### src/hw/rtl/ptsb_pkg.sv
// shared types and constants for the periodic timer slot bank
// no dependencies; imported by ptsb_divider, periodic_timer_slot_bank and tb

package ptsb_pkg;

    localparam int MODE_W       = 4;
    localparam int SLOT_FIELD_W = 3;
    localparam int VALUE_W      = 16;
    localparam int STATUS_W     = 2;
    localparam int MASK_W       = 8;
    localparam int IN_USE_W     = 4;
    localparam int TICK_RATE_W  = 20;

    localparam logic [TICK_RATE_W-1:0] TICK_RATE_RESET = 20'd1000;

    // one quotient bit per step over the tick rate word
    localparam int DIV_STEPS = TICK_RATE_W;
    localparam int DIV_CNT_W = $clog2(DIV_STEPS + 1);

    typedef enum logic [MODE_W-1:0] {
        MODE_TICK      = 4'd0,
        MODE_ADD       = 4'd1,
        MODE_SET_FREQ  = 4'd2,
        MODE_RESUME    = 4'd3,
        MODE_RESTART   = 4'd4,
        MODE_RESTART_NOW = 4'd5,
        MODE_STOP      = 4'd6,
        MODE_POLL      = 4'd7,
        MODE_CLEAR_ALL = 4'd8
    } mode_t;

    typedef enum logic [STATUS_W-1:0] {
        STAT_DONE        = 2'd0,
        STAT_NO_FREE     = 2'd1,
        STAT_NOT_IN_USE  = 2'd2
    } status_t;

    typedef enum logic [2:0] {
        ST_IDLE,
        ST_EXEC,
        ST_WALK,
        ST_DIV,
        ST_OUT
    } state_t;

endpackage

### src/hw/rtl/ptsb_divider.sv
// serial restoring divider: tick rate over frequency, one quotient bit a cycle
// depends on ptsb_pkg; the quotient saturates to 16 bits (divide by zero gives all ones)

module ptsb_divider
    import ptsb_pkg::*;
(
    input  logic                   aclk,
    input  logic                   aresetn,
    input  logic                   start,
    input  logic [TICK_RATE_W-1:0] dividend,
    input  logic [VALUE_W-1:0]     divisor,
    output logic                   done,
    output logic [VALUE_W-1:0]     quotient
);

    logic [DIV_CNT_W-1:0]   cnt_reg;
    logic                   busy_reg;
    logic                   done_reg;
    logic [VALUE_W-1:0]     rem_reg;
    logic [TICK_RATE_W-1:0] quo_reg;

    logic [VALUE_W:0]       shifted;
    logic [VALUE_W+1:0]     diff;
    logic                   ge;

    // shift in the next dividend bit, subtract if it fits
    assign shifted = {rem_reg, quo_reg[TICK_RATE_W-1]};
    assign diff    = {1'b0, shifted} - {2'b00, divisor};
    assign ge      = ~diff[VALUE_W+1];

    always_ff @(posedge aclk) begin
        if (!aresetn) begin
            cnt_reg  <= '0;
            busy_reg <= 1'b0;
            done_reg <= 1'b0;
        end else begin
            done_reg <= 1'b0;
            if (start) begin
                cnt_reg  <= DIV_CNT_W'(DIV_STEPS);
                busy_reg <= 1'b1;
            end else if (busy_reg) begin
                cnt_reg <= cnt_reg - 1'b1;
                if (cnt_reg == DIV_CNT_W'(1)) begin
                    busy_reg <= 1'b0;
                    done_reg <= 1'b1;
                end
            end
        end
    end

    always_ff @(posedge aclk) begin
        if (start) begin
            rem_reg <= '0;
            quo_reg <= dividend;
        end else if (busy_reg) begin
            rem_reg <= ge ? diff[VALUE_W-1:0] : shifted[VALUE_W-1:0];
            quo_reg <= {quo_reg[TICK_RATE_W-2:0], ge};
        end
    end

    assign done     = done_reg;
    assign quotient = (|quo_reg[TICK_RATE_W-1:VALUE_W]) ? {VALUE_W{1'b1}}
                                                         : quo_reg[VALUE_W-1:0];

endmodule

### src/hw/rtl/periodic_timer_slot_bank.sv
// periodic timer slot bank top level: command sequencer, slot state, result register
// depends on ptsb_pkg and ptsb_divider
//
// usage
//   s_ channel carries one command item (mode, slot, value); m_ channel returns one
//   result item per command (status, assigned slot, fired mask, slots in use).
//   cfg channel writes tick_rate, the dividend for frequency to period conversion;
//   cfg_ready is always high, writes are meant for when the block is idle.
// timing
//   a command is taken in idle, decoded in the exec state, and its result is loaded
//   into the output register from the output state once that register is free. tick
//   and add walk the slots one per cycle through the shared decrement/compare path.
//   set frequency on a claimed slot runs the serial divider, 20 steps. one item is in
//   flight at a time.
// reset
//   aresetn is synchronous, active low: all slots unclaimed, stopped and not fired,
//   claimed count zero, tick_rate 1000, no result pending. no clearing pass.
// stall
//   while m_ready is low a finished result sits in the output register; the next
//   command may be taken and worked, and its own result waits in the sequencer
//   until the output register frees up.

module periodic_timer_slot_bank
    import ptsb_pkg::*;
#(
    parameter int SLOTS = 8
)
(
    input  logic                    aclk,
    input  logic                    aresetn,

    input  logic                    cfg_valid,
    output logic                    cfg_ready,
    input  logic [TICK_RATE_W-1:0]  cfg_data,

    input  logic                    s_valid,
    output logic                    s_ready,
    input  logic [MODE_W-1:0]       s_mode,
    input  logic [SLOT_FIELD_W-1:0] s_slot,
    input  logic [VALUE_W-1:0]      s_value,

    output logic                    m_valid,
    input  logic                    m_ready,
    output logic [STATUS_W-1:0]     m_status,
    output logic [SLOT_FIELD_W-1:0] m_assigned_slot,
    output logic [MASK_W-1:0]       m_fired_mask,
    output logic [IN_USE_W-1:0]     m_slots_in_use
);

    localparam int SLOT_W = (SLOTS > 1) ? $clog2(SLOTS) : 1;
    localparam int CNT_W  = $clog2(SLOTS + 1);
    localparam logic [5:0] SLOTS_LIM = 6'(SLOTS);
    localparam logic [SLOT_W-1:0] LAST_IDX = SLOT_W'(SLOTS - 1);

    // sequencer
    state_t state_reg, state_next;

    // latched command
    logic [MODE_W-1:0]       mode_reg;
    logic [SLOT_FIELD_W-1:0] slot_reg;
    logic [VALUE_W-1:0]      value_reg;

    // slot state
    logic [VALUE_W-1:0] cd_reg [SLOTS];
    logic [VALUE_W-1:0] rl_reg [SLOTS];
    logic [SLOTS-1:0]   running_reg;
    logic [SLOTS-1:0]   fired_reg;
    logic [SLOTS-1:0]   claimed_reg;
    logic [CNT_W-1:0]   claimed_count_reg;

    logic [TICK_RATE_W-1:0] tick_rate_reg;
    logic [SLOT_W-1:0]      idx_reg;

    // pending result of the command in flight
    status_t                 res_status_reg;
    logic [SLOT_FIELD_W-1:0] res_slot_reg;
    logic [MASK_W-1:0]       res_mask_reg;

    // output register
    logic                    m_valid_reg;
    logic [STATUS_W-1:0]     m_status_reg;
    logic [SLOT_FIELD_W-1:0] m_slot_reg;
    logic [MASK_W-1:0]       m_mask_reg;
    logic [IN_USE_W-1:0]     m_in_use_reg;

    mode_t             cmd;
    logic [SLOT_W-1:0] slot_idx;
    logic              slot_in_use;
    logic [SLOT_W-1:0] acc_idx;
    logic [VALUE_W-1:0] cd_rd;
    logic [VALUE_W-1:0] rl_rd;
    logic [VALUE_W-1:0] cd_dec;
    logic              walk_last;
    logic [MASK_W-1:0] poll_mask;
    logic [IN_USE_W-1:0] in_use_sat;

    logic              div_start;
    logic              div_done;
    logic [VALUE_W-1:0] div_quotient;
    logic              out_load;
    logic              in_accept;

    assign cmd         = mode_t'(mode_reg);
    assign slot_idx    = SLOT_W'(slot_reg);
    assign slot_in_use = ({3'b000, slot_reg} < SLOTS_LIM) && claimed_reg[slot_idx];
    assign walk_last   = (idx_reg == LAST_IDX);
    assign in_accept   = s_valid && s_ready;

    // one read/write address into the slot arrays: walk index or addressed slot
    assign acc_idx = (state_reg == ST_WALK) ? idx_reg : slot_idx;
    assign cd_rd   = cd_reg[acc_idx];
    assign rl_rd   = rl_reg[acc_idx];
    assign cd_dec  = cd_rd - 1'b1;

    // only the first eight slots are reported
    always_comb begin
        poll_mask = '0;
        for (int i = 0; i < MASK_W; i++) begin
            if (i < SLOTS) begin
                poll_mask[i] = fired_reg[i];
            end
        end
    end

    assign in_use_sat = (32'(claimed_count_reg) > 32'd15) ? 4'd15
                                                           : IN_USE_W'(claimed_count_reg);

    ptsb_divider u_div (
        .aclk     (aclk),
        .aresetn  (aresetn),
        .start    (div_start),
        .dividend (tick_rate_reg),
        .divisor  (value_reg),
        .done     (div_done),
        .quotient (div_quotient)
    );

    // next state
    always_comb begin
        state_next = state_reg;
        unique case (state_reg)
            ST_IDLE: begin
                if (in_accept) begin
                    state_next = ST_EXEC;
                end
            end
            ST_EXEC: begin
                priority if (cmd == MODE_TICK || cmd == MODE_ADD) begin
                    state_next = ST_WALK;
                end else if (cmd == MODE_SET_FREQ && slot_in_use) begin
                    state_next = ST_DIV;
                end else begin
                    state_next = ST_OUT;
                end
            end
            ST_WALK: begin
                if (walk_last || (cmd == MODE_ADD && !claimed_reg[idx_reg])) begin
                    state_next = ST_OUT;
                end
            end
            ST_DIV: begin
                if (div_done) begin
                    state_next = ST_OUT;
                end
            end
            ST_OUT: begin
                if (out_load) begin
                    state_next = ST_IDLE;
                end
            end
            default: state_next = ST_IDLE;
        endcase
    end

    // sequencer outputs
    always_comb begin
        s_ready   = 1'b0;
        div_start = 1'b0;
        out_load  = 1'b0;
        unique case (state_reg)
            ST_IDLE: s_ready = 1'b1;
            ST_EXEC: div_start = (cmd == MODE_SET_FREQ) && slot_in_use;
            ST_OUT:  out_load = !m_valid_reg || m_ready;
            default: ;
        endcase
    end

    always_ff @(posedge aclk) begin
        if (!aresetn) begin
            state_reg <= ST_IDLE;
        end else begin
            state_reg <= state_next;
        end
    end

    // command latch
    always_ff @(posedge aclk) begin
        if (in_accept) begin
            mode_reg  <= s_mode;
            slot_reg  <= s_slot;
            value_reg <= s_value;
        end
    end

    // tick rate register
    assign cfg_ready = 1'b1;

    always_ff @(posedge aclk) begin
        if (!aresetn) begin
            tick_rate_reg <= TICK_RATE_RESET;
        end else if (cfg_valid && cfg_ready) begin
            tick_rate_reg <= cfg_data;
        end
    end

    // slot flags, claimed count, walk index and pending result
    always_ff @(posedge aclk) begin
        if (!aresetn) begin
            running_reg       <= '0;
            fired_reg         <= '0;
            claimed_reg       <= '0;
            claimed_count_reg <= '0;
            idx_reg           <= '0;
            res_status_reg    <= STAT_DONE;
            res_slot_reg      <= '0;
            res_mask_reg      <= '0;
        end else begin
            unique case (state_reg)
                ST_EXEC: begin
                    idx_reg        <= '0;
                    res_status_reg <= STAT_DONE;
                    res_slot_reg   <= '0;
                    res_mask_reg   <= '0;
                    unique case (cmd)
                        MODE_TICK, MODE_ADD: ;
                        MODE_SET_FREQ: begin
                            if (!slot_in_use) begin
                                res_status_reg <= STAT_NOT_IN_USE;
                            end
                        end
                        MODE_RESUME, MODE_RESTART, MODE_RESTART_NOW: begin
                            if (slot_in_use) begin
                                running_reg[slot_idx] <= 1'b1;
                            end else begin
                                res_status_reg <= STAT_NOT_IN_USE;
                            end
                        end
                        MODE_STOP: begin
                            if (slot_in_use) begin
                                running_reg[slot_idx] <= 1'b0;
                                fired_reg[slot_idx]   <= 1'b0;
                            end else begin
                                res_status_reg <= STAT_NOT_IN_USE;
                            end
                        end
                        MODE_POLL: begin
                            res_mask_reg <= poll_mask;
                            fired_reg    <= '0;
                        end
                        MODE_CLEAR_ALL: begin
                            running_reg       <= '0;
                            fired_reg         <= '0;
                            claimed_reg       <= '0;
                            claimed_count_reg <= '0;
                        end
                        default: ;
                    endcase
                end
                ST_WALK: begin
                    idx_reg <= idx_reg + 1'b1;
                    if (cmd == MODE_TICK) begin
                        // countdown hit zero after the decrement: reload and fire
                        if (running_reg[idx_reg] && cd_dec == '0) begin
                            fired_reg[idx_reg] <= 1'b1;
                        end
                    end else begin
                        // lowest free slot wins
                        if (!claimed_reg[idx_reg]) begin
                            claimed_reg[idx_reg] <= 1'b1;
                            running_reg[idx_reg] <= 1'b1;
                            fired_reg[idx_reg]   <= 1'b0;
                            claimed_count_reg    <= claimed_count_reg + 1'b1;
                            res_slot_reg         <= SLOT_FIELD_W'(idx_reg);
                        end else if (walk_last) begin
                            res_status_reg <= STAT_NO_FREE;
                        end
                    end
                end
                default: ;
            endcase
        end
    end

    // countdown and reload words; only read for claimed slots, which add writes first
    always_ff @(posedge aclk) begin
        unique case (state_reg)
            ST_EXEC: begin
                if (slot_in_use) begin
                    if (cmd == MODE_RESTART) begin
                        cd_reg[acc_idx] <= rl_rd;
                    end else if (cmd == MODE_RESTART_NOW) begin
                        cd_reg[acc_idx] <= VALUE_W'(1);
                    end
                end
            end
            ST_WALK: begin
                if (cmd == MODE_TICK) begin
                    if (running_reg[idx_reg]) begin
                        cd_reg[acc_idx] <= (cd_dec == '0) ? rl_rd : cd_dec;
                    end
                end else if (!claimed_reg[idx_reg]) begin
                    cd_reg[acc_idx] <= value_reg;
                    rl_reg[acc_idx] <= value_reg;
                end
            end
            ST_DIV: begin
                if (div_done) begin
                    cd_reg[acc_idx] <= div_quotient;
                    rl_reg[acc_idx] <= div_quotient;
                end
            end
            default: ;
        endcase
    end

    // output register, parts the sequencer from a stalled receiver
    always_ff @(posedge aclk) begin
        if (!aresetn) begin
            m_valid_reg <= 1'b0;
        end else if (out_load) begin
            m_valid_reg <= 1'b1;
        end else if (m_ready) begin
            m_valid_reg <= 1'b0;
        end
    end

    always_ff @(posedge aclk) begin
        if (out_load) begin
            m_status_reg <= res_status_reg;
            m_slot_reg   <= res_slot_reg;
            m_mask_reg   <= res_mask_reg;
            m_in_use_reg <= in_use_sat;
        end
    end

    assign m_valid         = m_valid_reg;
    assign m_status        = m_status_reg;
    assign m_assigned_slot = m_slot_reg;
    assign m_fired_mask    = m_mask_reg;
    assign m_slots_in_use  = m_in_use_reg;

    // claimed count tracks the claimed flags
    a_count_matches: assert property (@(posedge aclk) disable iff (!aresetn)
        32'(claimed_count_reg) == $countones(claimed_reg))
        else $error("claimed count out of step with claimed flags");

    // a slot that is not claimed can neither run nor fire
    a_flags_claimed: assert property (@(posedge aclk) disable iff (!aresetn)
        ((running_reg | fired_reg) & ~claimed_reg) == '0)
        else $error("running or fired flag on an unclaimed slot");

    // the divider only finishes while the sequencer waits for it
    a_div_done_state: assert property (@(posedge aclk) disable iff (!aresetn)
        div_done |-> state_reg == ST_DIV)
        else $error("divider finished outside the divide state");

    // a new result only appears from the output state
    a_result_source: assert property (@(posedge aclk) disable iff (!aresetn)
        $rose(m_valid_reg) |-> $past(state_reg == ST_OUT))
        else $error("result loaded outside the output state");

endmodule

### config.mk
export PLATFORM = sky130hd
export DESIGN_NAME = periodic_timer_slot_bank
export DESIGN_NICKNAME = d
export VERILOG_FILES = /design/src/hw/rtl/ptsb_pkg.sv /design/src/hw/rtl/ptsb_divider.sv /design/src/hw/rtl/periodic_timer_slot_bank.sv
export SDC_FILE = /design/constraint.sdc
export NUM_CORES = 1
export LEC_CHECK = 0
export ABC_CLOCK_PERIOD_IN_PS = 5200
export CAP_MARGIN = 20
export CORE_ASPECT_RATIO = 1.4
export CORE_MARGIN = 2
export CORE_UTILIZATION = 47
export DETAILED_ROUTE_END_ITERATION = 12
export DONT_BUFFER_PORTS = 1
export PLACE_DENSITY_LB_ADDON = 0.15
export SETUP_SLACK_MARGIN = 0.2
export SLEW_MARGIN = 20
export SYNTH_ARGS = -nofsm -noshare
export SYNTH_HDL_FRONTEND = slang
export SYNTH_HIERARCHICAL = 1
export SYNTH_SLANG_ARGS = --single-unit
### constraint.sdc
create_clock -name aclk -period 5.2 [get_ports aclk]
set_input_delay 0.26 -clock aclk [delete_from_list [all_inputs] [get_ports aclk]]
set_output_delay 0.26 -clock aclk [all_outputs]
set_load 0.01 [all_outputs]
## Word-level counts from Yosys, hierarchy flattened

Memory sizes are Yosys's and may differ from the RTL's.
Index checks and enable logic that the tools add are counted.

| cells by class | value |
|---|---|
| add/subtract/negate cells | 5 |
| multipliers | 0 |
| divide/modulo/power cells | 0 |
| magnitude comparators | 4 |
| equal/unequal tests | 29 |
| shift-type cells | 0 |
| mux-type cells | 90 |
| bitwise gates (word level) | 17 |
| reduce and logical (&&, ||, !) cells | 29 |

Operator list:

| kind | count |
|---|---|
| 16-bit 2-to-1 mux | 8 |
| 8-bit 2-to-1 mux | 12 |
| 8-bit case mux with 2 select lines | 4 |
| 20-bit 2-to-1 mux | 2 |
| 1-bit 2-to-1 mux | 34 |
| 8-bit bitwise OR | 4 |
| 3-bit 2-to-1 mux | 9 |
| 8-bit AND | 3 |
| 8-bit case mux with 3 select lines | 1 |
| 17-bit by 16-bit subtractor with 18-bit output | 1 |
| 4-bit by 3-bit == test with 1-bit output (second input constant) | 4 |
| 16-bit zero test | 1 |
| 8-bit NOT | 2 |
| 16-bit by 1-bit subtractor with 16-bit output (second input constant) | 1 |
| 3-bit case mux with 5 select lines | 1 |
| 4-bit 2-to-1 mux | 3 |
| 3-bit case mux with 2 select lines | 2 |
| 4-bit AND reduction | 3 |
| 2-bit 2-to-1 mux | 5 |
| 5-bit 2-to-1 mux | 2 |
| 2-bit != test (second input constant) | 5 |
| 1-bit binary-select mux with 3-bit select | 3 |
| 3-bit != test (second input constant) | 3 |
| 4-bit by 2-bit == test with 1-bit output (second input constant) | 2 |
| 32 further kinds | 59 |

| storage, ports and cells | value |
|---|---|
| bits in registers | 151 |
| latch bits | 0 |
| RAM bits | 256 |
| memory bits (read-only) | 0 |
| bits of input ports | 48 |
| output and inout port bits | 20 |
| logic and storage cells | 200 |
| memories kept | 2 |

Memory list:

| name | depth | bits a word | read ports | clocked after memory_dff | write ports | RTL line | text |
|---|---|---|---|---|---|---|---|
| cd_reg | 8 | 16 | 1 | 0 | 1 | periodic_timer_slot_bank.sv:64 | `logic [VALUE_W-1:0] cd_reg [SLOTS];` |
| rl_reg | 8 | 16 | 1 | 0 | 1 | periodic_timer_slot_bank.sv:65 | `logic [VALUE_W-1:0] rl_reg [SLOTS];` |

## Longest topological paths before layout

| depth | value |
|---|---|
| word-level depth | 10 |
| gate-level depth with buffers | 17 |
| gate-level depth less buffers | 12 |

## Modules after synthesis

Netlist, hierarchy kept.

By module, submodules not included:

| module | times used | cells each | area an instance (µm²) | sequential area each (µm²) |
|---|---|---|---|---|
| periodic_timer_slot_bank | 1 | 1324 | 16179.3 | 10249.8 |
| ptsb_divider | 1 | 326 | 3065.4 | 1061.0 |

## Worst setup path before layout

No wires, ideal clock.

| path | value |
|---|---|
| path type | flip-flop to flip-flop |
| from | register state_reg[0] |
| to | memory cd_reg[0][8], data pin |
| library setup time | 278 ps |
| arrival | 4013 ps |
| required time | 4922 ps |
| slack | 909 ps |
| stages on the path, launching flop included | 14 |
| buffers on the path | 3 |
| period minus slack after synthesis | 4291 ps |
| cell sequence | dfxtp_1 > buf_6 > or3b_1 > buf_4 > mux2_2 > clkbuf_1 > a31oi_1 > or4_1 > a2111oi_4 > nand2_1 > or4_4 > a221oi_4 > nand2_4 > o31ai_1 |

| on the way | value |
|---|---|
| word-level cells in the longest chain between the ends | 9 |
| elaborated cells on any way between the ends | 21 |
| classes of those cells | 1 x add/sub; 3 x eq/ne; 14 x mux; 1 x reduce/logical; 2 x memory |

Ends and longest elaborated chain:

| item | RTL line | text |
|---|---|---|
| from (decl) | periodic_timer_slot_bank.sv:56 | `state_t state_reg, state_next;` |
| from (signal assigned) | periodic_timer_slot_bank.sv:192 | `state_reg <= state_next;` |
| 3-bit by 2-bit == test with 1-bit output | periodic_timer_slot_bank.sv:110, periodic_timer_slot_bank.sv:296 |  |
| 3-bit 2-to-1 mux | periodic_timer_slot_bank.sv:110 | `assign acc_idx = (state_reg == ST_WALK) ? idx_reg : slot_idx;` |
| memory 8 x 16 bit | n/a |  |
| 16-bit by 1-bit subtractor with 16-bit output | periodic_timer_slot_bank.sv:113 | `assign cd_dec = cd_rd - 1'b1;` |
| 16-bit zero test | periodic_timer_slot_bank.sv:309 | `cd_reg[acc_idx] <= (cd_dec == '0) ? rl_rd : cd_dec;` |
| 16-bit 2-to-1 mux | periodic_timer_slot_bank.sv:309 |  |
| 16-bit 2-to-1 mux (no line) (2 in a row) | n/a |  |
| 16-bit 2-to-1 mux (no line) * | n/a |  |
| to (decl) | periodic_timer_slot_bank.sv:64 |  |

Every way passes the cells marked *; elsewhere a longest branch is shown, timed or not.

## Final worst setup path

| path | value |
|---|---|
| from | register state_reg[0] |
| to | memory cd_reg[5][0], data pin |

Same word-level chain as after synthesis.

==> key figures <==
Outcome
  • Status: finished, final reports clean

Timing
  • Unrepaired setup endpoints after global routing: false
  • Final Hold Vio Count: 0
  • Setup violations, final: 0
  • Max Fclk: roughly 210 MHz
  • Final WS setup: 482 ps
  • Setup Skew: between 15 and 20 ps
  • Fin crit period: around 4700 ps
  • Rel. slew slack: 34.5%
  • Setup TNS: 0 ps
  • Hold_ws: just over 50 ps
  • Final Slew Violations: 0
  • Period utilization: 90.7%
  • Worst Tran Pin Value: a little under 1000 ps

Final layout
  • N_diodes: 0
  • Fin cells: approximately 2300
  • Finished layout cell area: around 22000 um^2
  • Layout cell share with drive strength beyond 1: a little over an eighth
  • # fillers: around 3400
  • Synthesis-to-layout area growth: 15.8%
  • Final Util: a little under three fifths
  • Nets: roughly 1800

Pwr
  • Power per standard cell area: 358 nW/um^2
  • Lkg Pwr: 7.95 nW
  • Worst VDD drop: 287 uV
  • Tot Pwr: ~8.0 mW

Clocking
  • Clock sink count: approximately 410
  • Clock slew at reported path FFs: roughly 60 ps
  • Root Buffer: clkbuf_16
  • TritonCTS Buffers: 42
  • Clk_lat worst skew: approximately 550 ps
  • CTS H-tree lvls: 2
  • Setup Buffers After CTS: 0
  • Clock Path Buffers: 3
  • CTS tree: built

Placement
  • Placement Cell Area: 20200 um^2
  • Dpl ws: ~68 ps
  • Placer Congestion: 0.927
  • PortBufs: 0
  • DP Cell Count: around 2200
  • Hpwl dp: roughly 37000 um

Synthesis
  • Synth Register Bits: 407
  • Yosys cell types: 100
  • Most frequent cells after synthesis: edfxtp_1, nand2_1, dfxtp_1, nor2_1, a21oi_1
  • Synth area leaders: edfxtp_1, dfxtp_1, nand2_1
  • Cell with the most instances after synthesis: edfxtp_1
  • Post-synth top area cell: edfxtp_1
  • Async SR Flop Fraction: 0%
  • Post-synthesis sequential area ratio: 58.8%
  • Post-synth EDFFs: ~320
  • Cell count after synthesis: 1650
  • Syn Area/Cell: between 10 and 15 um^2
  • Synth warn: 6
  • Synthesized net count: approximately 1700
  • Most used DFF post-synth: edfxtp_1
  • Area fraction of the dominant cell type after synthesis: around 50%
  • Post-Synthesis Cell Area: slightly below 20000 um^2

Route
  • Pre-antenna DRT Iters: 6
  • Antenna viol nets, final: 0
  • Via density: just over 6
  • WL final: 54700 um
  • Drt wl/cell: between 20 and 25 um
  • Iter 0 DRT Violations: 1356
  • DRC: 0
  • Via count: around 14000

Critical path
  • CP max stage cell: or4_1
  • CP arrival: 5000 ps
  • Max FO, Critical Path: 12
  • Critical Path, Cell by Cell: or3b_4 > mux2i_4 > a31oi_1 > or4_1 > a2111oi_4 > nand2_1 > or4_4 > a221oi_4 > nand2_4 > buf_4 > a311oi_2
  • CP endpoint kind: flip-flop
  • Critical path buffer and inverter count: 1
  • Worst setup SP type: flip-flop
  • WP data required: about 5500 ps
  • Crit path largest cell delay: between 600 and 700 ps
  • Critical path class: reg -> reg
  • Family with the most delay on the worst path: simple AND/OR/NAND/NOR gates

Die
  • Rows: between 80 and 90
  • DIE WIDTH: 175 um
  • Core Area: roughly 40000 um^2
  • Die height: ~240 um
  • Starting density of the core: between 40% and 50%
  • Die area: ~43000 um^2
  • Ports: 68

Global route
  • Grt ovf: 0
  • Initial antenna violation count: 0
  • First-pass GRT wire length: 84000 um
  • Vias in the first global route: between 10000 and 15000
  • GRT Util Overall: 25.6%
  • Largest net degree at the start of global routing: 82

Min path
  • Hold Crit Class: in -> reg

Run
  • MaxCap Viol Count: 0
## final cells by class
type,count,area (um^2),share of cell area (%)
sequential,407,11300,50.7
multi-input combinational,1091,7420,33.3
timing repair buffer,159,1390,6.22
clock buffer,50,1090,4.89
tap,534,668,3.00
clock inverter,23,235,1.06
inverter,48,180,0.808
## cells by family after synthesis
logic type / Yosys count / share of synthesized area [%]
XOR/XNOR: 24 / 1.09
multiplexers: 74 / 4.23
other: 1 / 0.0195
buffers and inverters: 152 / 3.23
flip-flops: 407 / 58.8
adder cells (fa/ha/maj): 24 / 1.60
AND/OR/NAND/NOR: 534 / 13.9
AO/OA/AOI/OAI: 434 / 17.2
## path summary, 6_finish.rpt
check | start | end | slack, ps | cells after the start
worst max-delay path | state_reg[0] | cd_reg[5][0] | 480 | 11
worst min-delay path | m_ready | m_valid | 50 | 2
worst max register to register | state_reg[0] | cd_reg[5][0] | 480 | 11
worst min register to register | res_mask_reg[6] | m_fired_mask[6] | 430 | 0
## report_power, final
group / switching [mW] / internal [mW]
Clock: 1.25 / 1.70
Sequential: 0.0789 / 3.66
Combinational: 0.801 / 0.488
Total: 2.13 / 5.85
## routing by layer
metal | up-vias | track usage (%) | wire length (um)
met4 | 0 | 11.1 | 2410
met5 | - | 0 | 0
met2 | 510 | 45.9 | 28200
met3 | 123 | 3.23 | 2830
li1 | 6535 | - | -
met1 | 7075 | 30.9 | 21200
## layout by cell type, fill, tap and decap left out, drive strengths merged, types with 9 or more instances in the layout
cell type and instances:
clkinv 14, a22o 10, o31ai 11, a22oi 44
nand2 203, and2 17, inv 52, mux2i 47
buf 92, o211a 33, mux2 26, a211oi 22
a21oi 83, a31oi 30, o2bb2ai 20, nand2b 29
o21ai 46, ha 23, a221oi 10, o211ai 29
nand3 53, nand4 16, nor4 16, dfxtp 91
edfxtp 316, nor3 21, xnor2 14, dlygate4sd3 67
clkbuf 50, nor2b 34, nor2 89, o221a 9
xor2 10, and3 16
## what timing repair did
item / CTS / global route
hold buffers: 68 / 0
hold endpoints to repair: 82 / 0
gates resized for setup: 1 / 6
setup endpoints to repair: 8 / 96
pin swaps: 0 / 0
(Power assumes the default switching activity.)
